--- src/rtl/cst_pkg.sv ---
// ---------------------------------------------------------------------------
// cst_pkg
// Shared types, codes and keyword tables for the command script tokenizer.
// ---------------------------------------------------------------------------
package cst_pkg;

  localparam int POS_OUT_W       = 16;
  localparam int KW_COUNT        = 9;
  localparam int KW_TEXT_LEN     = 10;
  localparam int LONGEST_KEYWORD = 10;
  localparam int QUEUE_DEPTH     = 4;
  localparam int QUEUE_PTR_W     = $clog2(QUEUE_DEPTH);

  // record kinds
  localparam logic [1:0] KIND_VALUE = 2'd0;
  localparam logic [1:0] KIND_DONE  = 2'd1;
  localparam logic [1:0] KIND_ERROR = 2'd2;

  // error codes
  localparam logic [1:0] ERR_NONE         = 2'd0;
  localparam logic [1:0] ERR_UNEXPECTED   = 2'd1;
  localparam logic [1:0] ERR_UNTERMINATED = 2'd2;

  // token types
  localparam logic [4:0] TOK_IDENT  = 5'd0;
  localparam logic [4:0] TOK_STRING = 5'd10;
  localparam logic [4:0] TOK_NUMBER = 5'd11;
  localparam logic [4:0] TOK_COLON  = 5'd12;
  localparam logic [4:0] TOK_LBRACK = 5'd13;
  localparam logic [4:0] TOK_RBRACK = 5'd14;
  localparam logic [4:0] TOK_LBRACE = 5'd15;
  localparam logic [4:0] TOK_RBRACE = 5'd16;
  localparam logic [4:0] TOK_EQUALS = 5'd17;
  localparam logic [4:0] TOK_COMMA  = 5'd18;
  localparam logic [4:0] TOK_EOF    = 5'd19;

  // characters
  localparam logic [7:0] CH_NUL       = 8'h00;
  localparam logic [7:0] CH_NEWLINE   = 8'h0A;
  localparam logic [7:0] CH_HASH      = 8'h23;
  localparam logic [7:0] CH_QUOTE     = 8'h22;
  localparam logic [7:0] CH_BACKSLASH = 8'h5C;
  localparam logic [7:0] CH_LOWER_N   = 8'h6E;

  localparam logic [8*KW_TEXT_LEN-1:0] KW_STR [KW_COUNT] = '{
    "command", "target", "wsl", "powershell", "params",
    "timeout", "mode", "safe", "raw"
  };
  localparam logic [3:0] KW_LEN [KW_COUNT] = '{
    4'd7, 4'd6, 4'd3, 4'd10, 4'd6, 4'd7, 4'd4, 4'd4, 4'd3
  };

  typedef struct packed {
    logic [1:0]           kind;
    logic [4:0]           ttype;
    logic [7:0]           value;
    logic [POS_OUT_W-1:0] line;
    logic [POS_OUT_W-1:0] col;
    logic [1:0]           err;
  } rec_t;

  typedef struct packed {
    logic two;
    rec_t rec0;
    rec_t rec1;
  } pkt_t;

  typedef struct packed {
    logic full;
    logic empty;
  } q_status_t;

  function automatic rec_t make_rec(input logic [1:0] kind, input logic [4:0] ttype,
                                    input logic [7:0] value,
                                    input logic [POS_OUT_W-1:0] line,
                                    input logic [POS_OUT_W-1:0] col,
                                    input logic [1:0] err);
    rec_t r;
    r.kind  = kind;
    r.ttype = ttype;
    r.value = value;
    r.line  = line;
    r.col   = col;
    r.err   = err;
    return r;
  endfunction

  function automatic logic is_alpha(input logic [7:0] c);
    return (c >= 8'h61 && c <= 8'h7A) || (c >= 8'h41 && c <= 8'h5A);
  endfunction

  function automatic logic is_digit(input logic [7:0] c);
    return c >= 8'h30 && c <= 8'h39;
  endfunction

  function automatic logic is_space(input logic [7:0] c);
    return c == 8'h20 || (c >= 8'h09 && c <= 8'h0D);
  endfunction

  function automatic logic is_word(input logic [7:0] c);
    return is_alpha(c) || is_digit(c) || c == 8'h5F;
  endfunction

  function automatic logic [4:0] punct_type(input logic [7:0] c);
    logic [4:0] t;
    case (c)
      8'h3A:   t = TOK_COLON;
      8'h5B:   t = TOK_LBRACK;
      8'h5D:   t = TOK_RBRACK;
      8'h7B:   t = TOK_LBRACE;
      8'h7D:   t = TOK_RBRACE;
      8'h3D:   t = TOK_EQUALS;
      8'h2C:   t = TOK_COMMA;
      default: t = TOK_IDENT;
    endcase
    return t;
  endfunction

  function automatic logic [7:0] kw_char(input int k, input logic [3:0] pos);
    logic [3:0] idx;
    idx = KW_LEN[k] - pos - 4'd1;
    if (pos >= KW_LEN[k]) return 8'h00;
    return KW_STR[k][{idx, 3'b000} +: 8];
  endfunction

  function automatic logic [KW_COUNT-1:0] match_flags(input logic [KW_COUNT-1:0] flags,
                                                      input logic [3:0] wl,
                                                      input logic [7:0] c);
    logic [KW_COUNT-1:0] f;
    f = flags;
    for (int k = 0; k < KW_COUNT; k++) begin
      if (!(wl < 4'(LONGEST_KEYWORD) && wl < KW_LEN[k] && kw_char(k, wl) == c)) begin
        f[k] = 1'b0;
      end
    end
    return f;
  endfunction

  function automatic logic [4:0] word_type(input logic [KW_COUNT-1:0] flags,
                                           input logic [3:0] wl);
    logic [4:0] t;
    t = TOK_IDENT;
    for (int k = KW_COUNT - 1; k >= 0; k--) begin
      if (flags[k] && wl == KW_LEN[k]) t = 5'(k + 1);
    end
    return t;
  endfunction

endpackage

--- src/rtl/cst_front.sv ---
// ---------------------------------------------------------------------------
// cst_front
// Lexer front end: takes one request a cycle while the queue has room,
// updates lexer state, packs any one or two records into a queue entry.
// ---------------------------------------------------------------------------
module cst_front #(
  parameter int POSITION_BITS = 16
) (
  input  logic               clk,
  input  logic               rst,
  input  logic               in_valid,
  output logic               in_ready,
  input  logic               action,
  input  logic [7:0]         source_byte,
  input  cst_pkg::q_status_t q_status,
  output logic               push,
  output cst_pkg::pkt_t      pkt
);

  typedef enum logic [2:0] {
    M_IDLE, M_WORD, M_NUMBER, M_STRING, M_ESCAPE, M_COMMENT, M_HALT
  } mode_t;

  localparam logic [POSITION_BITS-1:0] POS_MAX = {POSITION_BITS{1'b1}};
  localparam logic [POSITION_BITS-1:0] POS_ONE = POSITION_BITS'(1);

  mode_t                          mode, mode_next;
  logic [POSITION_BITS-1:0]       line, line_next;
  logic [POSITION_BITS-1:0]       col, col_next;
  logic [POSITION_BITS-1:0]       start, start_next;
  logic [cst_pkg::KW_COUNT-1:0]   flags, flags_next;
  logic [3:0]                     wl, wl_next;

  logic                           accept;
  logic [7:0]                     c;
  logic                           is_end;
  logic [POSITION_BITS-1:0]       adv_line, adv_col;
  logic [cst_pkg::POS_OUT_W-1:0]  line_o, col_o, start_o;
  logic                           pre_v, idl_v, run_idle;
  cst_pkg::rec_t                  pre, idl;
  logic [cst_pkg::KW_COUNT-1:0]   f_tmp;
  logic [3:0]                     wl_tmp;
  logic [4:0]                     pt;

  assign in_ready = !q_status.full;
  assign accept   = in_valid && in_ready;
  assign c        = source_byte;
  assign is_end   = action || (c == cst_pkg::CH_NUL);
  assign line_o   = cst_pkg::POS_OUT_W'(line);
  assign col_o    = cst_pkg::POS_OUT_W'(col);
  assign start_o  = cst_pkg::POS_OUT_W'(start);
  assign pt       = cst_pkg::punct_type(c);

  // position after the current byte
  always_comb begin
    adv_line = line;
    adv_col  = col;
    if (c == cst_pkg::CH_NEWLINE) begin
      if (line != POS_MAX) adv_line = line + POS_ONE;
      adv_col = POS_ONE;
    end else if (col != POS_MAX) begin
      adv_col = col + POS_ONE;
    end
  end

  always_comb begin
    mode_next  = mode;
    line_next  = line;
    col_next   = col;
    start_next = start;
    flags_next = flags;
    wl_next    = wl;
    pre_v      = 1'b0;
    idl_v      = 1'b0;
    run_idle   = 1'b0;
    pre        = '0;
    idl        = '0;
    f_tmp      = '0;
    wl_tmp     = '0;

    case (mode)
      M_WORD, M_NUMBER: begin
        if (!is_end && (mode == M_WORD ? cst_pkg::is_word(c) : cst_pkg::is_digit(c))) begin
          pre_v = 1'b1;
          if (mode == M_WORD) begin
            f_tmp      = cst_pkg::match_flags(flags, wl, c);
            wl_tmp     = (wl == 4'hF) ? wl : wl + 4'd1;
            flags_next = f_tmp;
            wl_next    = wl_tmp;
            pre = cst_pkg::make_rec(cst_pkg::KIND_VALUE, cst_pkg::word_type(f_tmp, wl_tmp),
                                    c, line_o, col_o, cst_pkg::ERR_NONE);
          end else begin
            pre = cst_pkg::make_rec(cst_pkg::KIND_VALUE, cst_pkg::TOK_NUMBER,
                                    c, line_o, col_o, cst_pkg::ERR_NONE);
          end
          line_next = adv_line;
          col_next  = adv_col;
        end else begin
          pre_v = 1'b1;
          pre = cst_pkg::make_rec(cst_pkg::KIND_DONE,
                                  mode == M_WORD ? cst_pkg::word_type(flags, wl)
                                                 : cst_pkg::TOK_NUMBER,
                                  8'h00, line_o, start_o, cst_pkg::ERR_NONE);
          mode_next = M_IDLE;
          run_idle  = 1'b1;
        end
      end
      M_STRING, M_ESCAPE: begin
        if (is_end) begin
          pre_v = 1'b1;
          pre = cst_pkg::make_rec(cst_pkg::KIND_ERROR, cst_pkg::TOK_IDENT, 8'h00,
                                  line_o, start_o, cst_pkg::ERR_UNTERMINATED);
          mode_next = M_HALT;
        end else if (mode == M_ESCAPE) begin
          pre_v = 1'b1;
          pre = cst_pkg::make_rec(cst_pkg::KIND_VALUE, cst_pkg::TOK_STRING,
                                  c == cst_pkg::CH_LOWER_N ? cst_pkg::CH_NEWLINE : c,
                                  line_o, col_o, cst_pkg::ERR_NONE);
          line_next = adv_line;
          col_next  = adv_col;
          mode_next = M_STRING;
        end else if (c == cst_pkg::CH_QUOTE) begin
          pre_v = 1'b1;
          pre = cst_pkg::make_rec(cst_pkg::KIND_DONE, cst_pkg::TOK_STRING, 8'h00,
                                  cst_pkg::POS_OUT_W'(adv_line), start_o,
                                  cst_pkg::ERR_NONE);
          line_next = adv_line;
          col_next  = adv_col;
          mode_next = M_IDLE;
        end else if (c == cst_pkg::CH_BACKSLASH) begin
          line_next = adv_line;
          col_next  = adv_col;
          mode_next = M_ESCAPE;
        end else begin
          pre_v = 1'b1;
          pre = cst_pkg::make_rec(cst_pkg::KIND_VALUE, cst_pkg::TOK_STRING, c,
                                  line_o, col_o, cst_pkg::ERR_NONE);
          line_next = adv_line;
          col_next  = adv_col;
        end
      end
      M_COMMENT: begin
        if (!is_end && c != cst_pkg::CH_NEWLINE) begin
          line_next = adv_line;
          col_next  = adv_col;
        end else begin
          mode_next = M_IDLE;
          run_idle  = 1'b1;
        end
      end
      M_IDLE: begin
        run_idle = 1'b1;
      end
      default: begin
        mode_next = mode;
      end
    endcase

    if (run_idle) begin
      if (is_end) begin
        idl_v = 1'b1;
        idl = cst_pkg::make_rec(cst_pkg::KIND_DONE, cst_pkg::TOK_EOF, 8'h00,
                                line_o, col_o, cst_pkg::ERR_NONE);
        mode_next = M_HALT;
      end else if (cst_pkg::is_space(c)) begin
        line_next = adv_line;
        col_next  = adv_col;
      end else if (c == cst_pkg::CH_HASH) begin
        line_next = adv_line;
        col_next  = adv_col;
        mode_next = M_COMMENT;
      end else if (cst_pkg::is_alpha(c) || c == 8'h5F) begin
        f_tmp      = cst_pkg::match_flags({cst_pkg::KW_COUNT{1'b1}}, 4'd0, c);
        wl_tmp     = 4'd1;
        flags_next = f_tmp;
        wl_next    = wl_tmp;
        start_next = col;
        idl_v = 1'b1;
        idl = cst_pkg::make_rec(cst_pkg::KIND_VALUE, cst_pkg::word_type(f_tmp, wl_tmp), c,
                                line_o, col_o, cst_pkg::ERR_NONE);
        line_next = adv_line;
        col_next  = adv_col;
        mode_next = M_WORD;
      end else if (cst_pkg::is_digit(c)) begin
        start_next = col;
        idl_v = 1'b1;
        idl = cst_pkg::make_rec(cst_pkg::KIND_VALUE, cst_pkg::TOK_NUMBER, c,
                                line_o, col_o, cst_pkg::ERR_NONE);
        line_next = adv_line;
        col_next  = adv_col;
        mode_next = M_NUMBER;
      end else if (c == cst_pkg::CH_QUOTE) begin
        start_next = col;
        line_next  = adv_line;
        col_next   = adv_col;
        mode_next  = M_STRING;
      end else if (pt != cst_pkg::TOK_IDENT) begin
        idl_v = 1'b1;
        idl = cst_pkg::make_rec(cst_pkg::KIND_DONE, pt, 8'h00, line_o, col_o,
                                cst_pkg::ERR_NONE);
        line_next = adv_line;
        col_next  = adv_col;
      end else begin
        idl_v = 1'b1;
        idl = cst_pkg::make_rec(cst_pkg::KIND_ERROR, cst_pkg::TOK_IDENT, c, line_o, col_o,
                                cst_pkg::ERR_UNEXPECTED);
        mode_next = M_HALT;
      end
    end
  end

  // pack the records of this request
  always_comb begin
    pkt.two  = pre_v && idl_v;
    pkt.rec0 = pre_v ? pre : idl;
    pkt.rec1 = idl;
    push     = accept && (pre_v || idl_v);
  end

  always_ff @(posedge clk) begin
    if (rst) begin
      mode  <= M_IDLE;
      line  <= POS_ONE;
      col   <= POS_ONE;
      start <= POS_ONE;
      flags <= {cst_pkg::KW_COUNT{1'b1}};
      wl    <= 4'd0;
    end else if (accept) begin
      mode  <= mode_next;
      line  <= line_next;
      col   <= col_next;
      start <= start_next;
      flags <= flags_next;
      wl    <= wl_next;
    end
  end

endmodule

--- src/rtl/cst_queue.sv ---
// ---------------------------------------------------------------------------
// cst_queue
// Short queue of record packets between the lexer front end and the
// output stage.
// ---------------------------------------------------------------------------
module cst_queue (
  input  logic               clk,
  input  logic               rst,
  input  logic               push,
  input  cst_pkg::pkt_t      push_data,
  input  logic               pop,
  output cst_pkg::pkt_t      head,
  output cst_pkg::q_status_t q_status
);

  cst_pkg::pkt_t                   entries [cst_pkg::QUEUE_DEPTH];
  logic [cst_pkg::QUEUE_PTR_W-1:0] wr_ptr, rd_ptr;
  logic [cst_pkg::QUEUE_PTR_W:0]   count;

  assign head           = entries[rd_ptr];
  assign q_status.full  = (count == (cst_pkg::QUEUE_PTR_W + 1)'(cst_pkg::QUEUE_DEPTH));
  assign q_status.empty = (count == '0);

  always_ff @(posedge clk) begin
    if (push) entries[wr_ptr] <= push_data;
  end

  always_ff @(posedge clk) begin
    if (rst) begin
      wr_ptr <= '0;
      rd_ptr <= '0;
      count  <= '0;
    end else begin
      if (push) wr_ptr <= wr_ptr + 1'b1;
      if (pop)  rd_ptr <= rd_ptr + 1'b1;
      case ({push, pop})
        2'b10:   count <= count + 1'b1;
        2'b01:   count <= count - 1'b1;
        default: count <= count;
      endcase
    end
  end

endmodule

--- src/rtl/cst_back.sv ---
// ---------------------------------------------------------------------------
// cst_back
// Output stage: unpacks each queued packet into one or two records and
// holds them in the output register until taken.
// ---------------------------------------------------------------------------
module cst_back (
  input  logic               clk,
  input  logic               rst,
  input  cst_pkg::q_status_t q_status,
  input  cst_pkg::pkt_t      head,
  output logic               pop,
  output logic               out_valid,
  input  logic               out_ready,
  output cst_pkg::rec_t      out_rec,
  output logic               out_last
);

  logic sel;
  logic load;
  logic head_last;

  assign load      = !q_status.empty && (!out_valid || out_ready);
  assign head_last = sel || !head.two;
  assign pop       = load && head_last;

  always_ff @(posedge clk) begin
    if (rst) begin
      out_valid <= 1'b0;
      sel       <= 1'b0;
    end else if (load) begin
      out_valid <= 1'b1;
      sel       <= !head_last;
    end else if (out_ready) begin
      out_valid <= 1'b0;
    end
  end

  always_ff @(posedge clk) begin
    if (load) begin
      out_rec  <= sel ? head.rec1 : head.rec0;
      out_last <= head_last;
    end
  end

endmodule

--- src/rtl/command_script_tokenizer.sv ---
// ---------------------------------------------------------------------------
// command_script_tokenizer
// Streaming tokenizer for a small command script language: bytes in,
// value, token and error records out.
// ---------------------------------------------------------------------------
//  channel  handshake              payload
//  in       in_valid / in_ready    action, source_byte
//  out      out_valid / out_ready  record_kind, token_type, value_byte,
//                                  line_number, column_number, error_code,
//                                  last_of_run
//
//  one request is taken per cycle while the four-entry packet queue has room
//  a request's records pass through the packet queue, then the output
//  register; a request with two records shows them in turn, one with none
//  uses no output cycle, so records leave at one per cycle at most
//  reset clears the lexer mode, positions, queue and output valid flag
//  a stalled output fills the queue, then in_ready falls
module command_script_tokenizer #(
  parameter int POSITION_BITS = 16
) (
  input  logic        clk,
  input  logic        rst,
  input  logic        in_valid,
  output logic        in_ready,
  input  logic        action,
  input  logic [7:0]  source_byte,
  output logic        out_valid,
  input  logic        out_ready,
  output logic [1:0]  record_kind,
  output logic [4:0]  token_type,
  output logic [7:0]  value_byte,
  output logic [15:0] line_number,
  output logic [15:0] column_number,
  output logic [1:0]  error_code,
  output logic        last_of_run
);

  cst_pkg::q_status_t q_status;
  cst_pkg::pkt_t      pkt, head;
  cst_pkg::rec_t      out_rec;
  logic               push, pop;

  cst_front #(
    .POSITION_BITS(POSITION_BITS)
  ) u_front (
    .clk        (clk),
    .rst        (rst),
    .in_valid   (in_valid),
    .in_ready   (in_ready),
    .action     (action),
    .source_byte(source_byte),
    .q_status   (q_status),
    .push       (push),
    .pkt        (pkt)
  );

  cst_queue u_queue (
    .clk      (clk),
    .rst      (rst),
    .push     (push),
    .push_data(pkt),
    .pop      (pop),
    .head     (head),
    .q_status (q_status)
  );

  cst_back u_back (
    .clk      (clk),
    .rst      (rst),
    .q_status (q_status),
    .head     (head),
    .pop      (pop),
    .out_valid(out_valid),
    .out_ready(out_ready),
    .out_rec  (out_rec),
    .out_last (last_of_run)
  );

  assign record_kind   = out_rec.kind;
  assign token_type    = out_rec.ttype;
  assign value_byte    = out_rec.value;
  assign line_number   = out_rec.line;
  assign column_number = out_rec.col;
  assign error_code    = out_rec.err;

  // end of file or an error halts the lexer
  a_halt_silent: assert property (@(posedge clk) disable iff (rst)
    push && ((pkt.two ? pkt.rec1.kind : pkt.rec0.kind) == cst_pkg::KIND_ERROR ||
             (pkt.two ? pkt.rec1.ttype : pkt.rec0.ttype) == cst_pkg::TOK_EOF)
    |=> !push)
    else $error("records pushed after end of file or error");

  // second record of a request follows at once
  a_pair_back_to_back: assert property (@(posedge clk) disable iff (rst)
    out_valid && out_ready && !last_of_run |=> out_valid)
    else $error("second record of a request not ready");

  // nothing shows at the output without a queued packet
  a_no_phantom: assert property (@(posedge clk) disable iff (rst)
    q_status.empty && !out_valid |=> !out_valid)
    else $error("record produced from an empty queue");

endmodule
--- config.mk ---
export PLATFORM = sky130hd
export DESIGN_NAME = command_script_tokenizer
export DESIGN_NICKNAME = d
export VERILOG_FILES = /design/src/rtl/cst_pkg.sv /design/src/rtl/cst_front.sv /design/src/rtl/cst_queue.sv /design/src/rtl/cst_back.sv /design/src/rtl/command_script_tokenizer.sv
export SDC_FILE = /design/constraint.sdc
export NUM_CORES = 1
export LEC_CHECK = 0
export BUFFER_PORTS_ARGS = -buffer_cell sky130_fd_sc_hd__buf_4
export CELL_PAD_IN_SITES_DETAIL_PLACEMENT = 2
export CELL_PAD_IN_SITES_GLOBAL_PLACEMENT = 2
export CORE_UTILIZATION = 41
export CTS_CLUSTER_DIAMETER = 150
export DETAILED_ROUTE_END_ITERATION = 12
export PLACE_DENSITY_LB_ADDON = 0.1
export SLEW_MARGIN = 15
export SYNTH_ARGS = -nofsm -noshare
export SYNTH_HDL_FRONTEND = slang
export SYNTH_SLANG_ARGS = --single-unit
--- constraint.sdc ---
create_clock -name clk -period 5.39 [get_ports clk]
set_input_delay 1.078 -clock clk [delete_from_list [all_inputs] [get_ports clk]]
set_output_delay 1.078 -clock clk [all_outputs]
set_load 0.05 [all_outputs]
# --- Yosys cells after proc, flatten, opt, wreduce, memory -nomap -nowiden ---
# Memory sizes are Yosys's and may differ from the RTL's. A register that Yosys moved wholly into a read port is not among the register bits.
# Index checks and enable logic that the tools add are counted.
word_totals:
  ff_bits: 123
  latchBits: 0
  ramBits: 396
  mem_bits_ro: 0
  inputBits: 13
  wordCells: 413
  memories: 1
classes:
  addsub: 17
  multipliers: 0
  div_mod_pow: 0
  order_cmp: 18
  eq_ne: 52
  n_shift: 9
  muxes: 228
  bitwise_logic: 3
  reduce_logical: 67
mem_list:
  columns: ["memory", "depth", "width", "read_ports", "rd_ports_with_merged_regs", "write_ports", "line", "rtl"]
  rows:
  - ["u_queue.entries", 4, 99, 1, 1, 1, "cst_queue.sv:16", "cst_pkg::pkt_t entries [cst_pkg::QUEUE_DEPTH];"]
ops:
  columns: ["operator", "count"]
  rows:
  - ["indexed part select 80 x 8 -> 8 bit, first input constant", 9]
  - ["2-to-1 mux 49 bit", 13]
  - ["2-to-1 mux 16 bit", 29]
  - ["2-to-1 mux 8 bit", 42]
  - ["2-to-1 mux 4 bit", 28]
  - ["case mux 49 bit (2 select lines)", 1]
  - ["case mux 16 bit (3 select lines)", 2]
  - ["2-to-1 mux 46 bit", 2]
  - ["2-to-1 mux 1 bit", 81]
  - ["== test 8 bit", 9]
  - ["2-to-1 mux 9 bit", 8]
  - ["== test 7 x 8 -> 1 bit, first input constant", 7]
  - ["== test 8 x 7 -> 1 bit, second input constant", 7]
  - ["== test 8 x 6 -> 1 bit, second input constant", 6]
  - ["2-to-1 mux 48 bit", 1]
  - ["logical AND 1 bit", 42]
  - ["2-to-1 mux 3 bit", 14]
  - ["case mux 5 bit (7 select lines)", 1]
  - ["adder 16 x 1 -> 16 bit, second input constant", 2]
  - ["!= test 16 bit, second input constant", 2]
  - ["== test 4 x 3 -> 1 bit, second input constant", 6]
  - ["subtractor 4 x 1 -> 4 bit, second input constant", 5]
  - [">= comparator 8 x 7 -> 1 bit, second input constant", 2]
  - ["<= comparator 8 x 7 -> 1 bit, second input constant", 2]
  - ["41 further kinds", 73]

# --- Logic depth before layout (Yosys ltp) ---
depth:
  depth_word: 33
  mapped_depth: 15
  ltp_nobuf: 13

# --- Modules after synthesis ---
# Synthesis repeated with hierarchy kept, for this count alone.
hier_totals:
  cells_unflattened: 1644
  area_unflattened_um2: 23791.6
by_module_without_submodules:
  columns: ["mod", "n_inst", "cells_each", "area_per_inst_um2", "seq_area_each_um2"]
  rows:
  - ["cst_queue", 1, 564, 14684.1, 12071.6]
  - ["cst_front", 1, 964, 6929.1, 1281.2]
  - ["cst_back", 1, 116, 2178.3, 1541.5]

# --- Least setup slack after synthesis ---
# Ideal clock, no wire load.
synth_path:
  path_kind: "input -> register"
  startpoint: "input source_byte[4]"
  endpoint: "memory u_queue.entries[0][10] in the netlist's numbering (enable)"
  setup_time_ns: 0.467
  arrival_time_ns: 5.036
  slack_ns: -0.113
  stages: 8
  n_path_buf: 3
  cell_sequence: "clkbuf_2 > nor4_2 > a21o_1 > buf_2 > a21oi_1 > o21ai_0 > clkbuf_1 > and3_1"
synth_via:
  elab_chain_len: 14
  elab_cells_between_ends: 48
  classes_between: "order compare (8); eq/ne (6); mux (18); reduce/logical (16)"
synth_lines:
  columns: ["item", "line", "rtl"]
  rows:
  - ["start, declared", "command_script_tokenizer.sv:26", "input logic [7:0] source_byte,"]
  - [">= comparator 8 x 7 -> 1 bit / <= comparator 8 x 7 -> 1 bit (equally long branches)", "cst_pkg.sv:89", "return (c >= 8'h61 && c <= 8'h7A) || (c >= 8'h41 && c <= 8'h5A);"]
  - ["logical AND 1 bit", "cst_pkg.sv:89", null]
  - ["logical OR 1 bit", "cst_pkg.sv:89", null]
  - ["logical OR 1 bit (2 in a row)", "cst_pkg.sv:101", "return is_alpha(c) || is_digit(c) || c == 8'h5F;"]
  - ["2-to-1 mux 1 bit", "cst_front.sv:83", "if (!is_end && (mode == M_WORD ? cst_pkg::is_word(c) : cst_pkg::is_digit(c))) begin"]
  - ["logical AND 1 bit", "cst_front.sv:83", null]
  - ["2-to-1 mux 1 bit", "cst_front.sv:83", null]
  - ["case mux 1 bit (3 select lines)", "cst_front.sv:81", "case (mode)"]
  - ["2-to-1 mux 1 bit", "cst_front.sv:159", "if (run_idle) begin"]
  - ["logical OR 1 bit (*)", "cst_front.sv:217", "push = accept && (pre_v || idl_v);"]
  - ["logical AND 1 bit (*)", "cst_front.sv:217", null]
  - ["2-to-1 mux 1 bit (*)", "cst_queue.sv:25", "if (push) entries[wr_ptr] <= push_data;"]
  - ["2-to-1 mux 1 bit (implied by the code) (*)", "cst_queue.sv:25", null]
  - ["end, declared", "cst_queue.sv:16", null]
# Mark *: on every way between the ends. The rest lies on a longest branch, timed or not.

==> impl_metrics.toml <==
[outcome]
status = "completed"

[route]
ant_nets = 0
wl_um = 72400
drtIter0Drc = 871
vias_per_cell = 5.90
drt-wirelength-per-cell_um = 27.7
vias = 15419
drc = 0
dr.pass1.iters = 6

[sta]
fin_ws_ns = 0.778
whs_ns = 0.467
final_max_slew_viol_count = 0
finalSetupViolCount = 0
fmax_mhz = 217
relSlewSlack_pct = 16.2
fin_skew_ns = 0.0839
tightest_slew_ns = 1.24
hold_viol_final = 0
tns_ns = 0
fin_crit_ns = 4.61
min_period_over_period_pct = 85.6
rsz0062_at_grt = "false"

[place]
dp_hpwl_um = 46600
io_buffers = 64
post-place-ws_ns = 0.654
gp_congestion = 0.867
dp_cells = 2509
post_dp_cell_area_sq_um = 25000

[critical_path]
worst_r2r_startpoint = "u_front.wl[0]$_SDFFE_PP0P_"
worstSetupPathType = "flop to flop"
worst_setup_path_start_kind = "flop"
worst-r2r-cell-count = 11
end_kind = "flop"
r2r-end = "u_queue.entries[2][93]$_DFFE_PP_"
ff2ff_setup_slack_ns = 0.78
arrival_ns = 4.90
required_ns = 5.68
path_max_fanout = 18

[finish]
final_cell_count_no_fill = 2612
fin_util_pct = 47.3
finalInstanceArea_sq_um = 26800
n_antenna_cell = 0
finalNetCount = 1851
syn_to_final_growth_pct = 13.4
layout-drive-gt1-share_pct = 18.2

[synthesis]
yosysUniqueCellTypes = 95
synth_common_cells = "edfxtp_1, nand2_1, nor2_1, mux4_2"
netlist_area_sq_um = 23600
synth_edf_count = 438
synth.avg_cell_area_sq_um = 13.4
synth_nets = 1805
synth.top_cell.area_share_pct = 55.8
synthCells = 1764
ys_warn_count = 0
yosysMostFrequentCell = "edfxtp_1"
synth-seq-cells = 513
synthFlopType = "edfxtp_1"
synth.top_cells.by_area = "edfxtp_1, mux4_2, dfxtp_1"
ys_seq_area_share_pct = 62.1
async_flop_share_pct = 0
synth_top_cell_by_area = "edfxtp_1"

[floorplanning]
dieWidth_um = 242
core.rowCount = 87
fp.dieArea_sq_um = 58500
start_util_pct = 41.7
coreArea_sq_um = 56600
num_io_pins = 65
die_h_um = 242

[clock_network]
worstSkewPairLatency_ns = 0.65
clkSlewWorstSetupHoldPaths_ns = 0.06
numCtsBuffers = 55
cts_setup_buffers = 0
cts_resized = 0
cts_root_buf = "clkbuf_16"
htree_levels = 2
clockBufferDepth = 3
cts_hold_buf = 0
cts_tree = "done"
cts.sink_count = 513

[hold_path]
hold_start = "u_front.start[0]$_SDFFE_PP1P_"
worstHoldPathCells = 1
hold_end = "u_front.start[0]$_SDFFE_PP1P_"
worstHoldPathType = "flop to flop"

[grt]
grt_use_met3_pct = 3.07
grtUsageMet2_pct = 43.4
grt_pass1_vias = 17322
grt_max_degree = 75
use_met1_pct = 33.2
grt-busiest-layer = "met2"
grt_pass1_wl_um = 111000
grtUsageTotal_pct = 25.1
antenna_found_initial = 0
gr-total-overflow = 0

[flow_run]
cap_violations = 0

[power_and_ir_drop]
vdd_drop_max_mv = 0.303
power_density_nw_per_um2 = 518
power_leakage_nw = 9.12
p_total_mw = 13.9
logic make-up (layout without fill, tap and decap cells):
| logic type | count (synthesis) | after routing | synth area share, % |
|---|---|---|---|
| and+or+nand+nor | 638 | 638 | 14.0 |
| DFF | 513 | 513 | 62.1 |
| AOI/OAI and AO/OA | 287 | 287 | 8.42 |
| buffers and inverters | 146 | 238 | 2.50 |
| muxes | 127 | 127 | 10.6 |
| adders and majority gates | 28 | 28 | 1.52 |
| xor gates and xnor gates | 25 | 25 | 0.928 |
registers in the layout, summed over array words and instances, names as in the netlist, named ones only:
| register | flops |
|---|---|
| u_queue.entries | 388 |
| u_front.line | 16 |
| u_queue.wr_ptr | 2 |
| u_front.mode | 3 |
| u_back.sel | 1 |
| u_back.out_valid | 1 |
| u_front.col | 16 |
| u_queue.rd_ptr | 2 |
| u_front.start | 16 |
| u_back.out_rec | 49 |
| u_front.flags | 9 |
| u_back.out_last | 1 |
| u_queue.count | 3 |
| u_front.wl | 4 |
layer usage:
metal | wire [um] | part of all wire, %
met4 | 1660 | 2.3
met3 | 2360 | 3.3
met1 | 32000 | 44
met2 | 36300 | 50
met5 | 0 | 0
power by group:
group	switching [mW]	internal (mW)	total (mW)
Combinational	2.94	1.34	4.28
Sequential	0.377	5.45	5.83
Clock	1.62	2.13	3.75
Total	4.94	8.92	13.9
critical path, stage by stage, from the launching register on:
cell and delay (ns):
dfxtp_1 0.77, ha_1 0.28, inv_1 0.08, ha_1 0.62, mux2i_1 0.38, nand2_1 0.11, nor4b_1 0.32, o32ai_1 0.12
a2111oi_0 0.84, nand4_1 0.23, a311oi_1 0.26, o21ai_0 0.29
cell type report:
cell class / count / area, sq um
inverters: 31 / 116
repair buffers: 104 / 868
clock inverters: 23 / 259
multi-input cells: 1105 / 8370
clock buffers: 80 / 1530
fillers: 5462 / 29800
flip-flops and latches: 513 / 14700
well taps: 756 / 946
worst max-delay path by stage:
stage,start,endpoint,cells past startpoint
after floorplan,source_byte[4],u_queue.entries[0][10]$_DFFE_PP_,8
after global placement,source_byte[1],u_queue.count[2]$_SDFFE_PP0P_,14
after detailed placement,source_byte[1],u_queue.count[2]$_SDFFE_PP0P_,14
after CTS,u_front.wl[0]$_SDFFE_PP0P_,u_queue.entries[2][93]$_DFFE_PP_,11
after global routing,u_front.wl[0]$_SDFFE_PP0P_,u_queue.entries[2][93]$_DFFE_PP_,11
final,u_front.wl[0]$_SDFFE_PP0P_,u_queue.entries[2][93]$_DFFE_PP_,11
placed cells by master (no fill, tap or decap), drive strengths merged, types with 9 or more instances in the layout:
cell type  instances
inv               32
nand3             44
ha                27
buf              104
xnor2             17
nor3              42
clkbuf            80
o21ai             64
a31oi             15
nor2b             15
and3              21
a211oi             9
edfxtp           438
or2               11
nor4              21
clkinv            17
nand4             23
nand2            216
nor2             103
mux2i             26
a22o              17
nand2b            17
dfxtp             75
a21oi             78
and2              69
a211o              9
mux4              97
Power figures use the tool's default switching activity.
